### config.mk
export PLATFORM = sky130hd
export DESIGN_NAME = rau_mul
export DESIGN_NICKNAME = d
export VERILOG_FILES = /design/src/rtl/core/rational_arithmetic_unit_assert.svh /design/src/rtl/core/rau_mul.sv
export SDC_FILE = /design/constraint.sdc
export NUM_CORES = 2
export LEC_CHECK = 0
export BUFFER_PORTS_ARGS = -buffer_cell sky130_fd_sc_hd__buf_2
export CAP_MARGIN = 20
export CELL_PAD_IN_SITES_DETAIL_PLACEMENT = 0
export CELL_PAD_IN_SITES_GLOBAL_PLACEMENT = 1
export CORE_MARGIN = 2
export CORE_UTILIZATION = 45
export DETAILED_ROUTE_END_ITERATION = 12
export PLACE_DENSITY_LB_ADDON = 0.25
export SLEW_MARGIN = 10
export SYNTH_ARGS = -nofsm -noshare
export SYNTH_HDL_FRONTEND = slang
export SYNTH_SLANG_ARGS = --single-unit
### constraint.sdc
create_clock -name clk -period 13.9 [get_ports clk]
set_input_delay 0.695 -clock clk [delete_from_list [all_inputs] [get_ports clk]]
set_output_delay 0.695 -clock clk [all_outputs]
set_load 0.005 [all_outputs]
### src/rtl/core/rational_arithmetic_unit_assert.svh
// Assertion macros for the rational arithmetic unit.
// Depends on nothing; expects clk and arst_n in the including module.
`ifndef RATIONAL_ARITHMETIC_UNIT_ASSERT_SVH
`define RATIONAL_ARITHMETIC_UNIT_ASSERT_SVH

// Same-cycle implication, checked out of reset.
`define RAU_ASSERT_NOW(lbl, ante, cons, msg) \
	lbl: assert property (@(posedge clk) disable iff (!arst_n) (ante) |-> (cons)) \
		else $error(msg);

// Next-cycle implication, checked out of reset.
`define RAU_ASSERT_NEXT(lbl, ante, cons, msg) \
	lbl: assert property (@(posedge clk) disable iff (!arst_n) (ante) |=> (cons)) \
		else $error(msg);

`endif

### src/rtl/core/rau_mul.sv
// Registered unsigned multiplier shared by all cross products.
// No dependencies.
`default_nettype none
module rau_mul #(
	parameter int W = 32
) (
	input  wire logic           clk,
	input  wire logic [W-1:0]   op_a,
	input  wire logic [W-1:0]   op_b,
	output logic      [2*W-1:0] prod_s1
);
	// one product per cycle, registered
	always_ff @(posedge clk) begin
		prod_s1 <= (2*W)'(op_a) * (2*W)'(op_b);
	end
endmodule
`default_nettype wire

==> out/metrics.cfg <==
[final_layout]
largest_register = prod_s1
stdcell_count = 4712
multi_input_area_um2 = 29300
final_common_cell = fa_1
layout.nets = 4901
num-fill-cells = 7518
drive_gt1_share_pct = 4.62
largest_reg_flops = 64
reg.largest.list = prod_s1: 64 flops
register_area_um2 = 1280
num_antenna_cells = 0
final_cell_mix = fa_1 (896), inv_1 (865), and2_1 (602), nand2_1 (480), ha_1 (263)
syn2layout_area_growth_pct = 4.27

[min_path]
hold_class = in -> reg

[timing]
tightest_slew_ns = 0.984
post-route-period-util_pct = 60.2
hold_viol = 0
maxSlewViolCount = 0
clock.fmax_mhz = 119
setup_viol = 0
period_needed_ns = 8.37
rsz0062_at_grt = false
relSlewSlack_pct = 34.4
setup_tns_ns = 0

[synth]
ys_seq_area_share_pct = 3.69
synth_top_area_share_pct = 51.7
syn_nets = 4972
synth.area.top_cells = fa_1 (52%), and2_1 (11%), ha_1 (9.5%)
synth_top_area_cell = fa_1
avgSynthCellArea_um2 = 9.25
synth_enable_flop_cells = 0
async_flop_share_pct = 0
ys_warn_count = 0
ys_types = 57
synth_cells = 3748
syn-cell-area_um2 = 34700
synth_ff_type = dfxtp_1
ys_seq_elements = 64

[floorplan]
start_util_pct = 45.6
core_area_um2 = 76100
die-area_um2 = 79300
rows = 101
die_w_um = 282
pin_count = 129
die_y_um = 282

[drt]
drc = 0
routed_wl_mm = 96.3
wire_per_inst_um = 20.4
antenna_left = 0
vias = 24200
drtIter0Drc = 1272
drtPass1Iterations = 5
viasPerCell = 5.13

[clock_network]
cts_setup_buffers = 0
cts.path.max_buffers = 2
cts_tree = done
htree_levels = 3
numCtsBuffers = 9
root_buffer = clkbuf_16
hold_buffers = 0
cts_resized = 0
clock-sinks = 64
clkTransAtPathRegs_ns = 0.06

[place]
dp.cells = 4696
portBuffers = 128
place_hpwl_mm = 75.9
place_congestion = 0.864

[critical_path]
start_kind = input pin
required_ns = 14.18
arrival_ns = 8.65
crit_type = in -> reg
crit_path_max_fanout = 32
worstSetupEndpointType = register

[global_routing]
grt_start_max_net_pins = 33
grtUsageTotal_pct = 25.8
grt_first_pass_wirelength_mm = 156
overflow = 0
grt_pass1_vias = 27000
antenna_found_initial = 1

[run_status]
status = finished clean

[job]
maxCapViolCount = 0

Yosys cell counts, types with 4 or more instances:
cell	count
a221o_1	4
a21o_1	40
xnor2_1	35
o21ai_1	5
nand3_1	10
inv_1	865
clkbuf_1	213
xor2_1	25
o21a_1	9
buf_2	6
ha_1	263
a31oi_1	12
o21bai_1	10
dfxtp_1	64
o21ai_0	21
a21oi_1	63
and2_1	602
nor3_1	7
fa_1	896
nand2_1	480
nor2_1	20
nand4_1	23
and3_1	14
cells by family (layout without fill, tap and decap cells):
logic type      after synthesis  count (layout)  share of synthesized area, %
compound gates              202             202                          4.15
buf+inv                    1085            1019                          11.8
simple gates               1177            1177                          17.6
flops                        64              64                          3.69
fa+ha+maj                  1159            1159                          61.2
xor+xnor                     60              60                          1.52
mux                           1               1                        0.0289
through the flow:
| step | setup slack, ns | hold WS [ns] | util (%) | instance area (um2) |
|---|---|---|---|---|
| after detailed placement | 5.23 | 1.07 | 47.1 | 35800 |
| after floorplan | 6.45 | 0.822 | - | 34700 |
| final | 5.53 | 0.971 | 47.5 | 36200 |
| after global routing | 5.23 | 0.987 | 47.5 | 36200 |
| after CTS | 5.59 | 0.970 | 47.5 | 36200 |
| after global placement | 5.29 | 1.07 | 47.1 | 35800 |
final timing paths:
| kind | start | endpoint | cells after the start |
|---|---|---|---|
| min | op_b[0] | prod_s1[0] | 3 |
| max | op_b[24] | prod_s1[62] | 22 |
layout make-up:
cell class | count | share of cell area (%)
Timing Repair Buffer | 138 | 1.98
Multi-Input combinational cell | 2599 | 81.1
Tap cell | 1030 | 3.56
Clock inverter | 4 | 0.145
Clock buffer | 12 | 0.709
Inverter | 865 | 8.98
Sequential cell | 64 | 3.54
metal layers:
metal	global-route usage [%]	wire [um]
met5	0	0
met3	2.41	3790
met1	32.8	38500
met4	6.48	2490
met2	47.1	51500
worst max-delay path, stage by stage:
cell,delay (ns)
buf_2,0.72
nand2_1,0.19
fa_1,0.54
inv_1,0.05
fa_1,0.47
fa_1,0.58
fa_1,0.48
fa_1,0.59
fa_1,0.45
fa_1,0.49
inv_1,0.05
fa_1,0.47
inv_1,0.04
ha_1,0.43
nand4_1,0.25
or4_1,0.47
or3_1,0.36
a31oi_1,0.56
a31o_2,0.30
a211oi_1,0.11
o21ai_1,0.17
xor2_1,0.14
Power is left out: the tool's default activity adds up to more than one toggle a clock period on the data nets, which glitch-free logic cannot reach.
