**config.mk**
```make
export PLATFORM = sky130hd
export DESIGN_NAME = rau_gcd
export DESIGN_NICKNAME = d
export VERILOG_FILES = /design/src/rtl/core/rational_arithmetic_unit_assert.svh /design/src/rtl/core/rau_gcd.sv
export SDC_FILE = /design/constraint.sdc
export NUM_CORES = 1
export LEC_CHECK = 0
export BUFFER_PORTS_ARGS = -buffer_cell sky130_fd_sc_hd__buf_2
export CORE_MARGIN = 5
export CORE_UTILIZATION = 45
export CTS_CLUSTER_DIAMETER = 40
export DETAILED_ROUTE_END_ITERATION = 8
export PLACE_DENSITY = 0.72
export SYNTH_ARGS = -nofsm -noshare
export SYNTH_HDL_FRONTEND = slang
export SYNTH_SLANG_ARGS = --single-unit
```
**constraint.sdc**
```tcl
create_clock -name clk -period 11 [get_ports clk]
set_clock_uncertainty 0.05 [all_clocks]
set_input_delay 2.2 -clock clk [delete_from_list [all_inputs] [get_ports clk]]
set_output_delay 2.2 -clock clk [all_outputs]
set_load 0.05 [all_outputs]
```
**src/rtl/core/rational_arithmetic_unit_assert.svh**
```systemverilog
// Assertion macros for the rational arithmetic unit.
// Depends on nothing; expects clk and arst_n in the including module.
`ifndef RATIONAL_ARITHMETIC_UNIT_ASSERT_SVH
`define RATIONAL_ARITHMETIC_UNIT_ASSERT_SVH

// Same-cycle implication, checked out of reset.
`define RAU_ASSERT_NOW(lbl, ante, cons, msg) \
	lbl: assert property (@(posedge clk) disable iff (!arst_n) (ante) |-> (cons)) \
		else $error(msg);

// Next-cycle implication, checked out of reset.
`define RAU_ASSERT_NEXT(lbl, ante, cons, msg) \
	lbl: assert property (@(posedge clk) disable iff (!arst_n) (ante) |=> (cons)) \
		else $error(msg);

`endif

```
**src/rtl/core/rau_gcd.sv**
```systemverilog
// Binary gcd of two nonzero magnitudes, one subtract or shift per cycle.
// No dependencies.
`default_nettype none
module rau_gcd #(
	parameter int DW = 64
) (
	input  wire logic          clk,
	input  wire logic          arst_n,
	input  wire logic          start,
	input  wire logic [DW-1:0] x,
	input  wire logic [DW-1:0] y,
	output logic               done,
	output logic      [DW-1:0] g
);
	localparam int KW = $clog2(DW + 1);

	logic          run_q, done_q;
	logic [DW-1:0] x_q, y_q, g_q;
	logic [KW-1:0] k_q;
	logic          finish;

	assign finish = run_q && (x_q == y_q);

	// control
	always_ff @(posedge clk or negedge arst_n) begin
		if (!arst_n) begin
			run_q  <= 1'b0;
			done_q <= 1'b0;
		end else begin
			done_q <= finish;
			if (start) begin
				run_q <= 1'b1;
			end else if (finish) begin
				run_q <= 1'b0;
			end
		end
	end

	// datapath: strip common twos, then odd-odd subtract
	always_ff @(posedge clk) begin
		if (start) begin
			x_q <= x;
			y_q <= y;
			k_q <= '0;
		end else if (finish) begin
			g_q <= x_q << k_q;
		end else if (run_q) begin
			priority if (!x_q[0] && !y_q[0]) begin
				x_q <= x_q >> 1;
				y_q <= y_q >> 1;
				k_q <= k_q + KW'(1);
			end else if (!x_q[0]) begin
				x_q <= x_q >> 1;
			end else if (!y_q[0]) begin
				y_q <= y_q >> 1;
			end else if (x_q > y_q) begin
				x_q <= x_q - y_q;
			end else begin
				y_q <= y_q - x_q;
			end
		end
	end

	assign done = done_q;
	assign g    = g_q;
endmodule
`default_nettype wire

```
==> summary.md, run 1 <==
| Metric | Value |
|---|---|
| Status | `finished, final reports clean` |
| Worst EP required | `11.14 ns` |
| Post-Syn Instances | `around 2400` |
| Layout area overhead | `12.0%` |
| Design area | `~23000 um2` |
| Post-CTS sizing | `0` |
| Startpoint types | `flip-flop` |
| Fin. max-slew vios | `0` |
| R2r startpoint | `x_q[13]` |
| Mapped Nets | `between 2000 and 3000` |
| Synth top area share | `between 20% and 30%` |
| Setup-failing EPs final | `0` |
| Distinct cells, synth | `88` |
| Max_slew headroom | `19.0%` |
| RSZ-0062 raised after global routing | `false` |
| Final non-filler cell total | `3131` |
| Ys async rst share | `less than 1%` |
| Fin crit share | `50.1%` |
| Core area | `45200 um2` |
| CP Capture Type | `flip-flop` |
| GPL Wtd Cong | `roughly 1.0` |
| Antenna viol nets, final | `0` |
| Syn Area/Cell | `roughly 8.4 um2` |
| Dpl hpwl | `59600 um` |
| Hold depth | `2` |
| Fraction of layout cells with a size suffix above 1 | `16.1%` |
| Initial core utilization | `between 40% and 50%` |
| Hold buffers post-CTS | `0` |
| Port Buf Inserts | `around 200` |
| Gr ovfl total | `0` |
| Wirelength per Cell | `~24 um` |
| Fmax | `around 180 MHz` |
| Fin crit period | `around 5.5 ns` |
| Post-synth top flop | `edfxtp_1` |
| Max cap viols | `0` |
| Final setup TNS | `0 ns` |
| Critical path, cell by cell | `inv_1 -> ha_1 -> nand4_1 -> nor2_1 -> nand3_1 -> o21ai_2 -> and3_1 -> o31a_1 -> or2_1 -> o21bai_1 -> a21o_1 -> nand2_2 -> buf_4` |
| Yosys reg bits | `about 200` |
| Worst Hold Slack | `between 0.4 and 0.5 ns` |
| Die area | `approximately 50000 um2` |
| Slew @ Worst Pin | `approximately 1.2 ns` |
| Total global-route track usage | `between 20 and 30%` |
| Area of the mapped netlist | `20400 um2` |
| Via count | `about 20000` |
| Number of enable flip-flop cells after synthesis | `approximately 190` |
| Critical path's slowest cell | `or2_1` |
| Number of global-route vias before repair | `approximately 19000` |
| Placed Area | `roughly 22000 um2` |
| R2r worst-path depth | `13` |
| Post-CTS Setup Inserts | `0` |
| Crit path from | `x_q[13]` |
| Min-delay src | `k_q[6]` |
| Clk slew on worst S/H paths | `around 0.06 ns` |
| First-pass GRT wire length | `around 110000 um` |
| DRC violations left | `0` |
| Routed Wire Length | `76700 um` |
| Largest net degree at the start of global routing | `97` |
| Root Driver | `clkbuf_16` |
| DR iter-0 viols | `around 2700` |
| Crit path max fanout | `41` |
| Kind of critical path | `reg2reg` |
| IO Pins | `between 150 and 200` |
| Die height | `roughly 220 um` |
| Final Hold Vio Count | `0` |
| Register area share after synthesis | `about 29%` |
| CTS tree | `done` |
| Drt first pass iters | `6` |
| Yosys warnings | `0` |
| Clk_lat worst skew | `around 0.57 ns` |
| Worst EP arrival | `around 5.7 ns` |
| H-tree depth | `2` |
| Total instance count after detailed placement | `~3100` |
| Clock tree buffer depth | `3` |
| Final nets | `approximately 2800` |
| Synth top area cells | `edfxtp_1, ha_1, a21oi_1, mux4_2, nand2_1` |
| Vias per std cell | `6.38` |
| Number of core rows | `between 70 and 80` |
| Slowest stage delay, CP | `roughly 0.83 ns` |
| Hold Path Class | `reg2reg` |
| Sink Count | `between 200 and 250` |
| Initial antenna violation count | `0` |
| Cell accounting for the most synthesized area | `edfxtp_1` |
| Die X | `between 200 and 250 um` |
| Number of CTS-inserted buffers | `40` |
[state kept, by name, summed over array words and instances (netlist names)]
register and cells:
g 64, x_q 64, y_q 64, k_q 7, done 1, run_q 1
[through the flow]
step / setup slack, ns / util (%)
floorplan: 2.76 / -
global placement: 5.85 / 47.7
detailed placement: 5.65 / 47.7
CTS: 5.59 / 50.7
global route: 5.28 / 50.7
finish: 5.49 / 50.7
[synth_stat cells (12+ instances only)]
cell type,count
a211oi_1,48
a21o_1,43
a21oi_1,257
a221oi_1,56
a22oi_1,18
a31oi_1,17
buf_1,17
buf_2,39
buf_4,14
clkbuf_1,104
edfxtp_1,192
ha_1,130
inv_1,220
mux2_2,32
mux2i_1,51
mux4_2,51
nand2_1,230
nand2b_1,14
nand3_1,17
nand4_1,37
nor2_1,213
nor3_1,44
o21a_1,25
o21ai_0,161
o21ai_1,13
o21bai_1,36
o221ai_1,27
o22ai_1,13
o31a_1,12
xnor2_1,83
xor2_1,40
[layout make-up]
type	count	area [um2]
inverter	223	837
antenna	1	2.50
multi-input combinational	1825	12900
fill	4343	22300
sequential	201	5960
clock buffer	43	1030
timing repair buffer	211	1100
clock inverter	27	325
tap	600	751
[layout by cell type, fill, tap and decap left out, types with 16 or more instances in the layout]
| cell | n |
|---|---|
| mux2_2 | 32 |
| buf_4 | 16 |
| clkbuf_16 | 41 |
| o221ai_1 | 27 |
| o21bai_1 | 36 |
| nand2_1 | 229 |
| a31oi_1 | 17 |
| mux4_2 | 51 |
| nand4_1 | 37 |
| a21o_1 | 43 |
| nand3_1 | 17 |
| o21ai_0 | 161 |
| nor3_1 | 43 |
| a221oi_1 | 56 |
| inv_1 | 220 |
| a22oi_1 | 18 |
| a21oi_1 | 257 |
| xnor2_1 | 83 |
| o21a_1 | 25 |
| xor2_1 | 40 |
| nor2_1 | 213 |
| a211oi_1 | 48 |
| ha_1 | 130 |
| mux2i_1 | 51 |
| edfxtp_1 | 192 |
| buf_2 | 194 |
[critical path, delay by kind of cell (launching register included)]
family	cells	cell delay, ns
AO/OA/AOI/OAI	4	0.99
adder cells (fa/ha/maj)	1	0.54
buffers and inverters	2	0.70
flip-flops	1	0.50
AND/OR/NAND/NOR	6	2.30
[cells by family (layout without fill, tap and decap cells)]
| group | count (synthesis) | in the layout | synth area share, % |
|---|---|---|---|
| compound gates | 817 | 817 | 26.0 |
| simple gates | 619 | 619 | 13.6 |
| buf+inv | 400 | 504 | 7.95 |
| flops | 201 | 201 | 29.1 |
| mux | 134 | 134 | 9.88 |
| fa+ha+maj | 132 | 132 | 8.15 |
| xor+xnor | 123 | 123 | 5.27 |
| other cells | 0 | 1 | 0 |
[per-layer routing]
layer / part of all wire, % / up-vias / global-route usage, %
met1: 42 / 9627 / 42.0
met3: 9.5 / 164 / 4.21
li1: - / 9044 / -
met4: 4.3 / 0 / 11.3
met5: 0 / - / 0
met2: 44 / 1145 / 44.9
[path summary, 6_finish.rpt]
path | to | slack, ns
worst min register to register | k_q[6] | 0.48
max in group asynchronous | done | 9.37
min in group asynchronous | run_q | 1.39
worst max-delay path | x_q[14] | 5.49
worst min-delay path | k_q[6] | 0.48
worst max register to register | x_q[14] | 5.49
Power of run 1 is not shown: default switching activity piles up to over one toggle a cycle in this logic, so the estimate is an artifact.
==> inputs of run 2 (changes only) <==
==> constraint.sdc (replaced) <==
create_clock -name clk -period 5.5 [get_ports clk]
set_clock_uncertainty 0.05 [all_clocks]
set_input_delay 1.1 -clock clk [delete_from_list [all_inputs] [get_ports clk]]
set_output_delay 1.1 -clock clk [all_outputs]
set_load 0.05 [all_outputs]
==> run 2 against run 1 <==
Global-route usage is 0.50 points higher. Wire length is 1.0% higher. Critical path depth is 2 higher. Largest cell class unchanged. Die area stayed put. Non-clock buffer count is 9 higher. Maximum frequency is 20% higher.
==> summary.md, run 2 (synthesized netlist as in run 1, its figures left out) <==
| Metric | Value |
|---|---|
| Status | `finished, final reports clean` |
| Number of CTS-inserted buffers | `43` |
| Total global-route track usage | `around 30%` |
| Antenna viol nets, final | `0` |
| Critical path's slowest cell | `edfxtp_1` |
| Hold Path Class | `in2async` |
| Fin crit period | `about 4.6 ns` |
| Area of the multi-input gates | `around 13000 um2` |
| GPL Wtd Cong | `between 1 and 1.5` |
| DR iter-0 viols | `approximately 2400` |
| Core area | `about 45000 um2` |
| Initial antenna violation count | `1` |
| RSZ-0062 raised after global routing | `false` |
| Startpoint types | `flip-flop` |
| Number of global-route vias before repair | `approximately 19000` |
| Sink Count | `201` |
| Clock tree buffer depth | `3` |
| Dpl hpwl | `59900 um` |
| Port Buf Inserts | `around 200` |
| Die X | `about 220 um` |
| Drt first pass iters | `8` |
| Buf/Inv on CP | `3` |
| Final setup TNS | `0 ns` |
| Gr ovfl total | `0` |
| Number of core rows | `78` |
| IO Pins | `around 200` |
| Max_slew headroom | `between 15 and 20%` |
| Die height | `approximately 220 um` |
| Hold buffers post-CTS | `0` |
| Largest net degree at the start of global routing | `144` |
| Kind of critical path | `reg2reg` |
| Setup-failing EPs final | `0` |
| Top delay family on crit path | `compound AO/OA/AOI/OAI gates` |
| Crit path max fanout | `28` |
| Initial core utilization | `a little under half` |
| Post-CTS sizing | `0` |
| Slew @ Worst Pin | `~1.2 ns` |
| Slowest stage delay, CP | `between 0.5 and 0.6 ns` |
| Commonest cells after routing, fill and taps aside | `a21oi_1, nand2_1, inv_1, nor2_1, buf_2` |
| Fin. max-slew vios | `0` |
| CTS tree | `done` |
| Fmax | `~220 MHz` |
| DRC violations left | `0` |
| Via count | `~20000` |
| Root Driver | `clkbuf_16` |
| CP Capture Type | `flip-flop` |
| FILL cells | `4282` |
| Max cap viols | `0` |
| Worst EP required | `5.85 ns` |
| Post-CTS Setup Inserts | `0` |
| Worst path most repeated cell | `inv_1` |
| Routed Wire Length | `just under 80000 um` |
| Wirelength per Cell | `24.6 um` |
| Critical path, cell by cell | `inv_1 -> ha_1 -> inv_1 -> fa_1 -> a211oi_2 -> o21ai_1 -> a21boi_2 -> o21ai_2 -> and3_1 -> o31a_1 -> or2_1 -> buf_4 -> nor2_8 -> nand2_4 -> o31ai_2` |
| Fin crit share | `83.6%` |
| Clk_lat worst skew | `about 0.58 ns` |
| Die area | `between 40000 and 50000 um2` |
| Worst EP arrival | `4.95 ns` |
| Clk slew on worst S/H paths | `0.06 ns` |
| Layout area overhead | `13.1%` |
| Final nets | `about 2800` |
| Final Hold Vio Count | `0` |
| H-tree depth | `2` |
| FF/Latch Area | `5960 um2` |
| Commonest non-fill, non-tap cell in the layout | `a21oi_1` |
| First-pass GRT wire length | `about 120000 um` |
| Vias per std cell | `between 6 and 7` |
| Fraction of layout cells with a size suffix above 1 | `approximately 17%` |
==> run 2: cell count changes in the layout (fill, tap and decap cells not counted), sizes merged <==
cell / delta
clkbuf: +2
clkinvlp: -4
inv: +7
buf: +9
diode: +1
bufinv: -2
clkinv: +7
==> run 2: final cells by class <==
class / instances / share of cell area (%)
clock buffers: 45 / 4.69
well taps: 600 / 3.25
flip-flops and latches: 201 / 25.8
repair buffers: 220 / 5.13
diodes: 2 / 0.0216
multi-input cells: 1825 / 55.7
clock inverters: 35 / 1.76
inverters: 223 / 3.62
==> run 2: path summary, 6_finish.rpt <==
path                              from       to  slack, ns  depth (start not counted)
max in group asynchronous       arst_n    run_q       4.98                          1
min in group clk                 run_q    run_q       0.54                          2
worst max-delay path            x_q[0]  y_q[61]       0.90                         15
worst max register to register  x_q[0]  y_q[61]       0.90                         15
worst min register to register   run_q    run_q       0.54                          2
worst min-delay path            arst_n     done       0.28                          1
==> run 2: stage by stage <==
stage          instances  worst slack (ns)  area [um2]  hold WS, ns  util, %
5_1_grt             3149             0.639       23100        0.272     51.2
4_1_cts             3149             0.925       23100        0.256     51.2
3_3_place_gp        3069              1.09       21600        0.502     47.9
3_5_place_dp        3069             0.949       21600        0.515     47.9
2_1_floorplan       2426             0.300       20400        0.460        -
6_report            3151             0.901       23100        0.278     51.2
==> run 2: worst reg2reg max path, stage by stage, from the launching register on <==
cell and delay, ns:
edfxtp_1 0.54, inv_1 0.21, ha_1 0.20, inv_1 0.06, fa_1 0.43, a211oi_2 0.23
o21ai_1 0.16, a21boi_2 0.25, o21ai_2 0.16, and3_1 0.24, o31a_1 0.32, or2_1 0.21
buf_4 0.23, nor2_8 0.44, nand2_4 0.33, o31ai_2 0.36
==> run 2: per-layer routing <==
| layer | vias to the layer above | GRT usage, % | wire [um] |
|---|---|---|---|
| li1 | 9070 | - | - |
| met1 | 9532 | 41.3 | 32000 |
| met2 | 1139 | 44.7 | 33500 |
| met3 | 213 | 5.46 | 7600 |
| met4 | 0 | 14.9 | 4330 |
| met5 | - | 0 | 0 |
Power of run 2 is left out for the same reason.
