[src/rtl/core/rational_arithmetic_unit_assert.svh]
// Assertion macros for the rational arithmetic unit.
// Depends on nothing; expects clk and arst_n in the including module.
`ifndef RATIONAL_ARITHMETIC_UNIT_ASSERT_SVH
`define RATIONAL_ARITHMETIC_UNIT_ASSERT_SVH

// Same-cycle implication, checked out of reset.
`define RAU_ASSERT_NOW(lbl, ante, cons, msg) \
	lbl: assert property (@(posedge clk) disable iff (!arst_n) (ante) |-> (cons)) \
		else $error(msg);

// Next-cycle implication, checked out of reset.
`define RAU_ASSERT_NEXT(lbl, ante, cons, msg) \
	lbl: assert property (@(posedge clk) disable iff (!arst_n) (ante) |=> (cons)) \
		else $error(msg);

`endif

[src/rtl/core/rau_div.sv]
// Restoring divider, one quotient bit per cycle.
// No dependencies.
`default_nettype none
module rau_div #(
	parameter int DW = 64
) (
	input  wire logic          clk,
	input  wire logic          arst_n,
	input  wire logic          start,
	input  wire logic [DW-1:0] dvd,
	input  wire logic [DW-1:0] dvs,
	output logic               done,
	output logic      [DW-1:0] quo
);
	localparam int CW = $clog2(DW + 1);

	logic          run_q, done_q;
	logic [DW-1:0] rem_q, quo_q, dvs_q;
	logic [CW-1:0] cnt_q;
	logic [DW:0]   trial;
	logic          take;
	logic          last;

	assign trial = {rem_q, quo_q[DW-1]};
	assign take  = trial >= {1'b0, dvs_q};
	assign last  = run_q && (cnt_q == CW'(DW - 1));

	// control
	always_ff @(posedge clk or negedge arst_n) begin
		if (!arst_n) begin
			run_q  <= 1'b0;
			done_q <= 1'b0;
		end else begin
			done_q <= last;
			if (start) begin
				run_q <= 1'b1;
			end else if (last) begin
				run_q <= 1'b0;
			end
		end
	end

	// shift-subtract datapath; quotient bits replace dividend bits
	always_ff @(posedge clk) begin
		if (start) begin
			rem_q <= '0;
			quo_q <= dvd;
			dvs_q <= dvs;
			cnt_q <= '0;
		end else if (run_q) begin
			rem_q <= take ? DW'(trial - {1'b0, dvs_q}) : trial[DW-1:0];
			quo_q <= {quo_q[DW-2:0], take};
			cnt_q <= cnt_q + CW'(1);
		end
	end

	assign done = done_q;
	assign quo  = quo_q;
endmodule
`default_nettype wire

[config.mk]
export PLATFORM = sky130hd
export DESIGN_NAME = rau_div
export DESIGN_NICKNAME = d
export VERILOG_FILES = /design/src/rtl/core/rational_arithmetic_unit_assert.svh /design/src/rtl/core/rau_div.sv
export SDC_FILE = /design/constraint.sdc
export NUM_CORES = 1
export LEC_CHECK = 0
export BUFFER_PORTS_ARGS = -buffer_cell sky130_fd_sc_hd__buf_2
export CORE_ASPECT_RATIO = 0.8
export CORE_UTILIZATION = 50
export DETAILED_ROUTE_END_ITERATION = 12
export GPL_ROUTABILITY_DRIVEN = 1
export PLACE_DENSITY = 0.79
export SKIP_LAST_GASP = 1
export SLEW_MARGIN = 40
export SYNTH_ARGS = -nofsm -noshare
export SYNTH_HDL_FRONTEND = slang
export SYNTH_SLANG_ARGS = --single-unit
[constraint.sdc]
create_clock -name clk -period 4.21 [get_ports clk]
set_input_delay 0 -clock clk [delete_from_list [all_inputs] [get_ports clk]]
set_output_delay 0 -clock clk [all_outputs]
set_load 0.1 [all_outputs]
==> impl_metrics.env, run 1 <==
export IMPL_status="finished, final reports clean"
export IMPL_dp_slack_ps=749
export IMPL_antenna_found_initial=1
export IMPL_fillers=1865
export IMPL_setup_viol=0
export IMPL_worstPathMaxFanout=33
export IMPL_syn_nets=1448
export IMPL_grt_pass1_vias=10400
export IMPL_crit_end="rem_q[32]$_SDFFE_PP0P_"
export IMPL_dr_pass1_iters=6
export IMPL_port_buffers=195
export IMPL_synth_top_cell_area_share_pct=31.7
export IMPL_cp_startpoint="rem_q[28]$_SDFFE_PP0P_"
export IMPL_clock_sinks=201
export IMPL_fin_ws_ps=638
export IMPL_pwr_share_seq_pct=30.0
export IMPL_hpwl_um=22000
export IMPL_synth_seq_cells=201
export IMPL_num_io_pins=196
export IMPL_leakagePower_nw=6.53
export IMPL_area_growth_pct=25.6
export IMPL_placedCellCount=1694
export IMPL_yosysTopAreaCell="edfxtp_1"
export IMPL_rows=50
export IMPL_comb_power_share_pct=49.6
export IMPL_yosys_most_used_dff="edfxtp_1"
export IMPL_clock_path_buffers=3
export IMPL_rsz0062_at_grt="no"
export IMPL_cts_tree="done"
export IMPL_grtUsageTotal_pct=26.7
export IMPL_switching_share_pct=44.1
export IMPL_crit_chain="ha_1 -> nand4_1 -> nor4b_2 -> and3_1 -> nand4_1 -> nand2_1 -> a21oi_1 -> nand2_2 -> buf_4 -> o2111ai_1 -> a311oi_1"
export IMPL_worstPathRequired_ps=4630
export IMPL_worstPathArrival_ps=3990
export IMPL_cp_end_kind="flop"
export IMPL_coreArea_um2=23600
export IMPL_grt_pass1_wl_um=53900
export IMPL_synth_common_cells="nand2_1, edfxtp_1, nor2_1"
export IMPL_cts_buffers=22
export IMPL_die_h_um=141
export IMPL_p_switching_mw=4.13
export IMPL_syn_area_um2=12100
export IMPL_path_common_cell="nand4_1"
export IMPL_relSlewSlack_pct=44.6
export IMPL_utilization_pct=64.7
export IMPL_wirelength_um=33500
export IMPL_drive_gt1_share_pct=22.4
export IMPL_clock_skew_ps=21.3
export IMPL_p_clk_share_pct=20.4
export IMPL_dieArea_um2=24900
export IMPL_avgSynthCellArea_um2=9.71
export IMPL_synth_edff_count=128
export IMPL_slew_viol_final=0
export IMPL_drc=0
export IMPL_root_buffer="clkbuf_16"
export IMPL_path_clk_slew_ps=70
export IMPL_grt_ovfl_total=0
export IMPL_gp_congestion=0.989
export IMPL_grt_max_degree=83
export IMPL_critPathMaxStageDelay_ps=530
export IMPL_start_util_pct=51.5
export IMPL_max_cap_violations=0
export IMPL_htreeDepth=1
export IMPL_viasPerCell=5.77
export IMPL_hp_class="input pin to flop"
export IMPL_tightest_slew_ps=830
export IMPL_insertion_delay_ps=530
export IMPL_worst_hold_slack_ps=61.8
export IMPL_fin_crit_sh_pct=84.8
export IMPL_synth_most_common_cell="nand2_1"
export IMPL_r2r_start="rem_q[28]$_SDFFE_PP0P_"
export IMPL_synthArstFlopShare_pct=0.995
export IMPL_wire_per_inst_um=18.0
export IMPL_r2r_end="rem_q[32]$_SDFFE_PP0P_"
export IMPL_ir_drop_v=0.000394
export IMPL_max_freq_ghz=0.280
export IMPL_yosysSeqAreaShare_pct=43.8
export IMPL_yosysWarnings=0
export IMPL_synthCells=1251
export IMPL_synth_distinct_cells=84
export IMPL_final_hold_violation_count=0
export IMPL_min_delay_start="start"
export IMPL_slowest_stage="nor4b_2"
export IMPL_power_per_cell_area_nw_per_um2=615
export IMPL_worst_setup_path_start_kind="flop"
export IMPL_r2r_cells=11
export IMPL_drt_iter0_drc=1138
export IMPL_rrSetupSlack_ps=640
export IMPL_ant_nets=0
export IMPL_fin_crit_ps=3570
export IMPL_via_count=10800
export IMPL_netlist_top_cells_area="edfxtp_1, dfxtp_1, ha_1"
export IMPL_post_cts_setup_buffers=0
export IMPL_stdcell_count=1865
export IMPL_dieWidth_um=176
export IMPL_internal_power_mw=5.25
export IMPL_fin_nets=1733
export IMPL_path_class="flop to flop"
export IMPL_fin_tns_setup_ps=0
-- registers in the layout (all words and copies together) (netlist names) --
signal  cells
rem_q      64
done        1
run_q       1
cnt_q       7
quo        64
dvs_q      64
-- metrics by stage --
stage                     area, µm²  total power, mW
after global placement        13200             7.19
final                         15200             9.38
after CTS                     15200             9.28
after global routing          15200             9.91
after detailed placement      13200             7.26
after floorplan               12100             6.32
-- cell families (layout without fill, tap and decap cells) --
logic type | Yosys count | in the layout | synth area share [%]
buffers and inverters | 151 | 452 | 5.39
adders and majority gates | 66 | 66 | 6.86
AOI/OAI and AO/OA | 320 | 320 | 19.3
DFF | 201 | 201 | 43.8
and+or+nand+nor | 392 | 392 | 14.6
xor gates and xnor gates | 54 | 54 | 3.89
muxes | 67 | 67 | 6.19
other | 0 | 1 | 0
-- worst max-delay path, delay by kind of cell, from the launching register on --
kind	cells	cell delay, ps
AOI/OAI and AO/OA	3	600
adders and majority gates	1	510
buffers and inverters	1	420
DFF	1	360
and+or+nand+nor	6	1560
-- routing by layer --
| layer | up-vias | routed length (µm) | track usage, % |
|---|---|---|---|
| met1 | 5088 | 15100 | 37.9 |
| met4 | 0 | 835 | 6.54 |
| li1 | 5147 | - | - |
| met5 | - | 0 | 0 |
| met2 | 465 | 15100 | 42.2 |
| met3 | 69 | 2430 | 4.45 |
-- worst min path at each step --
| stage | to | slack [ps] | cells after the start |
|---|---|---|---|
| 3_5_place_dp | done$_DFF_PN0_ | -210 | 1 |
| 5_1_grt | dvs_q[0]$_DFFE_PP_ | 70 | 1 |
| 2_1_floorplan | done$_DFF_PN0_ | -300 | 0 |
| 4_1_cts | dvs_q[0]$_DFFE_PP_ | 50 | 1 |
| 3_3_place_gp | done$_DFF_PN0_ | -210 | 1 |
| 6_report | dvs_q[0]$_DFFE_PP_ | 60 | 1 |
-- power groups by stage --
stage / Combinational, mW / Sequential, mW / Clock, mW
4_1_cts: 4.56 / 2.79 / 1.93
5_1_grt: 5.04 / 2.85 / 2.02
3_3_place_gp: 4.39 / 2.81 / 0
6_report: 4.65 / 2.82 / 1.91
2_1_floorplan: 3.06 / 3.27 / 0
3_5_place_dp: 4.43 / 2.83 / 0
-- area by class of cell --
type	count	area (µm²)	area share [%]
repair buffers	334	2360	15.5
inverters	78	293	1.92
multi-input cells	899	6180	40.5
clock buffers	27	601	3.94
well taps	312	390	2.56
flip-flops and latches	201	5320	34.9
clock inverters	13	104	0.681
diodes	1	2.50	0.0164
-- placed cells by master (no fill, tap or decap), types with 6 or more instances in the layout --
cell / instances
nor2b_1: 9
nor3_1: 17
clkbuf_16: 23
nand2_1: 177
o21ai_1: 10
buf_4: 8
a211oi_1: 8
mux2_2: 64
a31oi_1: 7
xor2_1: 24
ha_1: 65
a21o_1: 32
a21oi_1: 79
a211oi_2: 6
o211ai_1: 7
dfxtp_1: 71
buf_2: 194
nand4_1: 27
o21ai_0: 42
and3_1: 11
clkinv_2: 6
dlygate4sd3_1: 130
edfxtp_1: 128
o21a_1: 8
nor2_1: 109
a311oi_1: 44
xnor2_1: 30
nand3_1: 8
o21bai_1: 11
a311oi_2: 7
inv_1: 77
-- timing repair --
item / in CTS / in global routing
hold buffers: 130 / 0
resized for setup: 0 / 0
hold endpoints to repair: 130 / 0
No activity file was read; power rests on OpenSTA's default activity.
==> run 2: changes to the inputs <==
Settings changed: ABC_AREA set to 1, PLACE_DENSITY 0.79 to 0.81.
Clock period 4.21 ns to 3.1 ns, I/O delays scaled along.
==> impl_metrics.env, run 2 <==
export IMPL_status="finished, final reports clean"
export IMPL_grt_max_degree=66
export IMPL_hold_depth=1
export IMPL_post_cts_setup_buffers=0
export IMPL_synth_distinct_cells=39
export IMPL_port_buffers=195
export IMPL_worstPathArrival_ps=3310
export IMPL_hpwl_um=36000
export IMPL_crit_chain="inv_1 -> ha_1 -> nand2_1 -> nor2_2 -> nand2_2 -> clkinv_1 -> nand2_1 -> nand2_1 -> inv_2 -> nand2_2 -> nand2_2 -> nand2_4 -> buf_4 -> nand3_1 -> nand2_1 -> nand2_1"
export IMPL_fin_crit_sh_pct=93.4
export IMPL_grt_pass1_vias=13500
export IMPL_synth_edff_count=128
export IMPL_min_delay_start="start"
export IMPL_fin_area_um2=17700
export IMPL_path_common_cell="nand2_1"
export IMPL_relSlewSlack_pct=54.5
export IMPL_wirelength_um=48400
export IMPL_tightest_slew_ps=682
export IMPL_final_cell_mix="nand2_1, inv_1, buf_2, nand3_1, dlygate4sd3_1"
export IMPL_syn_area_um2=14400
export IMPL_slowest_stage="ha_1"
export IMPL_dr_pass1_iters=5
export IMPL_drc=0
export IMPL_synthCells=2183
export IMPL_grt_pass1_wl_um=75000
export IMPL_r2r_end="rem_q[63]$_SDFFE_PP0P_"
export IMPL_viasPerCell=5.07
export IMPL_r2r_start="dvs_q[32]$_DFFE_PP_"
export IMPL_area_growth_pct=23.2
export IMPL_rrSetupSlack_ps=210
export IMPL_total_power_mw=7.34
export IMPL_clock_skew_ps=12.2
export IMPL_slew_viol_final=0
export IMPL_path_class="flop to flop"
export IMPL_insertion_delay_ps=530
export IMPL_gp_congestion=1.03
export IMPL_synth_seq_cells=201
export IMPL_wire_per_inst_um=16.8
export IMPL_dieArea_um2=29400
export IMPL_fin_crit_ps=2890
export IMPL_hold_end="dvs_q[62]$_DFFE_PP_"
export IMPL_coreArea_um2=28300
export IMPL_worst_hold_slack_ps=19.8
export IMPL_final_hold_violation_count=0
export IMPL_max_freq_ghz=0.346
export IMPL_antenna_found_initial=2
export IMPL_setup_viol=0
export IMPL_worst_setup_path_start_kind="flop"
export IMPL_crit_family="simple AND/OR/NAND/NOR gates"
export IMPL_via_count=14600
export IMPL_clock_path_buffers=3
export IMPL_synth_top_cell_area_share_pct=26.7
export IMPL_start_util_pct=50.8
export IMPL_critPathMaxStageDelay_ps=370
export IMPL_synth_most_common_cell="nand2_1"
export IMPL_yosysSeqAreaShare_pct=37.0
export IMPL_grtUsageTotal_pct=33.0
export IMPL_netlist_top_cells_area="edfxtp_1, nand2_1, inv_1"
export IMPL_drt_iter0_drc=1411
export IMPL_drive_gt1_share_pct=13.0
export IMPL_cts_buffers=22
export IMPL_place_area_um2=15700
export IMPL_synth_common_cells="nand2_1, inv_1, nand3_1"
export IMPL_leakagePower_nw=9.74
export IMPL_final_common_cell="nand2_1"
export IMPL_ant_nets=0
export IMPL_utilization_pct=62.6
export IMPL_htreeDepth=1
export IMPL_path_clk_slew_ps=60
export IMPL_die_h_um=154
export IMPL_syn_nets=2380
export IMPL_yosysWarnings=0
export IMPL_r2r_cells=16
export IMPL_cts_tree="done"
export IMPL_hp_class="input pin to flop"
export IMPL_rsz0062_at_grt="no"
export IMPL_avgSynthCellArea_um2=6.59
export IMPL_yosysTopAreaCell="edfxtp_1"
export IMPL_ir_drop_v=0.000473
export IMPL_root_buffer="clkbuf_16"
export IMPL_dieWidth_um=192
export IMPL_yosys_most_used_dff="edfxtp_1"
export IMPL_cp_num_buf_inv=4
export IMPL_cp_end_kind="flop"
export IMPL_synthArstFlopShare_pct=0.995
export IMPL_worstPathRequired_ps=3520
export IMPL_worstPathMaxFanout=21
export IMPL_max_cap_violations=0
export IMPL_rows=55
export IMPL_clock_sinks=201
export IMPL_num_io_pins=196
export IMPL_grt_ovfl_total=0
export IMPL_power_per_cell_area_nw_per_um2=414
export IMPL_fin_nets=2697
export IMPL_fin_tns_setup_ps=0
==> run 2: cell types whose count changed in the layout (fill, tap and decap cells not counted), sizes merged, moves of 21 or more <==
cell,delta
inv,+369
a21oi,-29
nand3,+141
nand2,+749
a21o,-30
xor2,-21
nand3b,+33
a311oi,-51
mux2,-65
==> run 2: cells by family after synthesis <==
kind of cell	after synthesis	share of synthesized area [%]
simple gates	1275	37.5
fa+ha+maj	66	5.79
buf+inv	499	13.7
flops	201	37.0
xor+xnor	31	1.89
compound gates	111	4.15
==> run 2: stage by stage <==
step | setup WS [ps] | std cells
6_report | 206 | 2888
5_1_grt | 73.5 | 2888
4_1_cts | 275 | 2886
3_5_place_dp | 294 | 2716
3_3_place_gp | 402 | 2716
2_1_floorplan | 249 | 2183
==> run 2: worst register-to-register path, cell delays in order, from the launching register on <==
cell      delay, ps
edfxtp_1        320
inv_1            50
ha_1            370
nand2_1         140
nor2_2          270
nand2_2         180
clkinv_1         70
nand2_1          60
nand2_1         170
inv_2            90
nand2_2         150
nand2_2         120
nand2_4         280
buf_4           270
nand3_1         100
nand2_1          90
nand2_1          60
==> run 2: layout make-up <==
type                       count  area, µm²
inverter                     450       1690
timing repair buffer         342       2440
antenna                        2       5.00
clock buffer                  33        653
multi-input combinational   1483       7090
tap                          370        463
clock inverter                 7       63.8
sequential                   201       5320
fill                        2541      10600
==> run 2: per-layer routing <==
metal | up-vias | track usage, % | wire length (µm)
li1 | 7284 | - | -
met1 | 6675 | 49.0 | 22600
met2 | 596 | 50.4 | 20900
met3 | 76 | 4.98 | 3870
met4 | 0 | 6.99 | 1020
met5 | - | 0 | 0
==> run 2: worst max-delay path by stage <==
stage / start / end / slack, ps / depth (start not counted)
detailed placement: dvs_q[32]$_DFFE_PP_ / rem_q[63]$_SDFFE_PP0P_ / 290 / 16
global route: dvs_q[31]$_DFFE_PP_ / rem_q[57]$_SDFFE_PP0P_ / 70 / 16
global placement: dvs_q[40]$_DFFE_PP_ / rem_q[62]$_SDFFE_PP0P_ / 400 / 17
finish: dvs_q[32]$_DFFE_PP_ / rem_q[63]$_SDFFE_PP0P_ / 210 / 16
CTS: dvs_q[32]$_DFFE_PP_ / rem_q[63]$_SDFFE_PP0P_ / 270 / 16
floorplan: quo[63]$_DFFE_PP_ / rem_q[34]$_SDFFE_PP0P_ / 250 / 17
==> run 2: repair_timing <==
action / CTS / global route
hold buffers: 130 / 0
gates resized for setup: 0 / 0
hold endpoints to repair: 130 / 0
==> run 2: power breakdown <==
group / switching [mW] / internal (mW)
clock network: 1.14 / 1.54
logic: 1.13 / 0.429
registers: 0.0742 / 3.02
total: 2.35 / 4.99
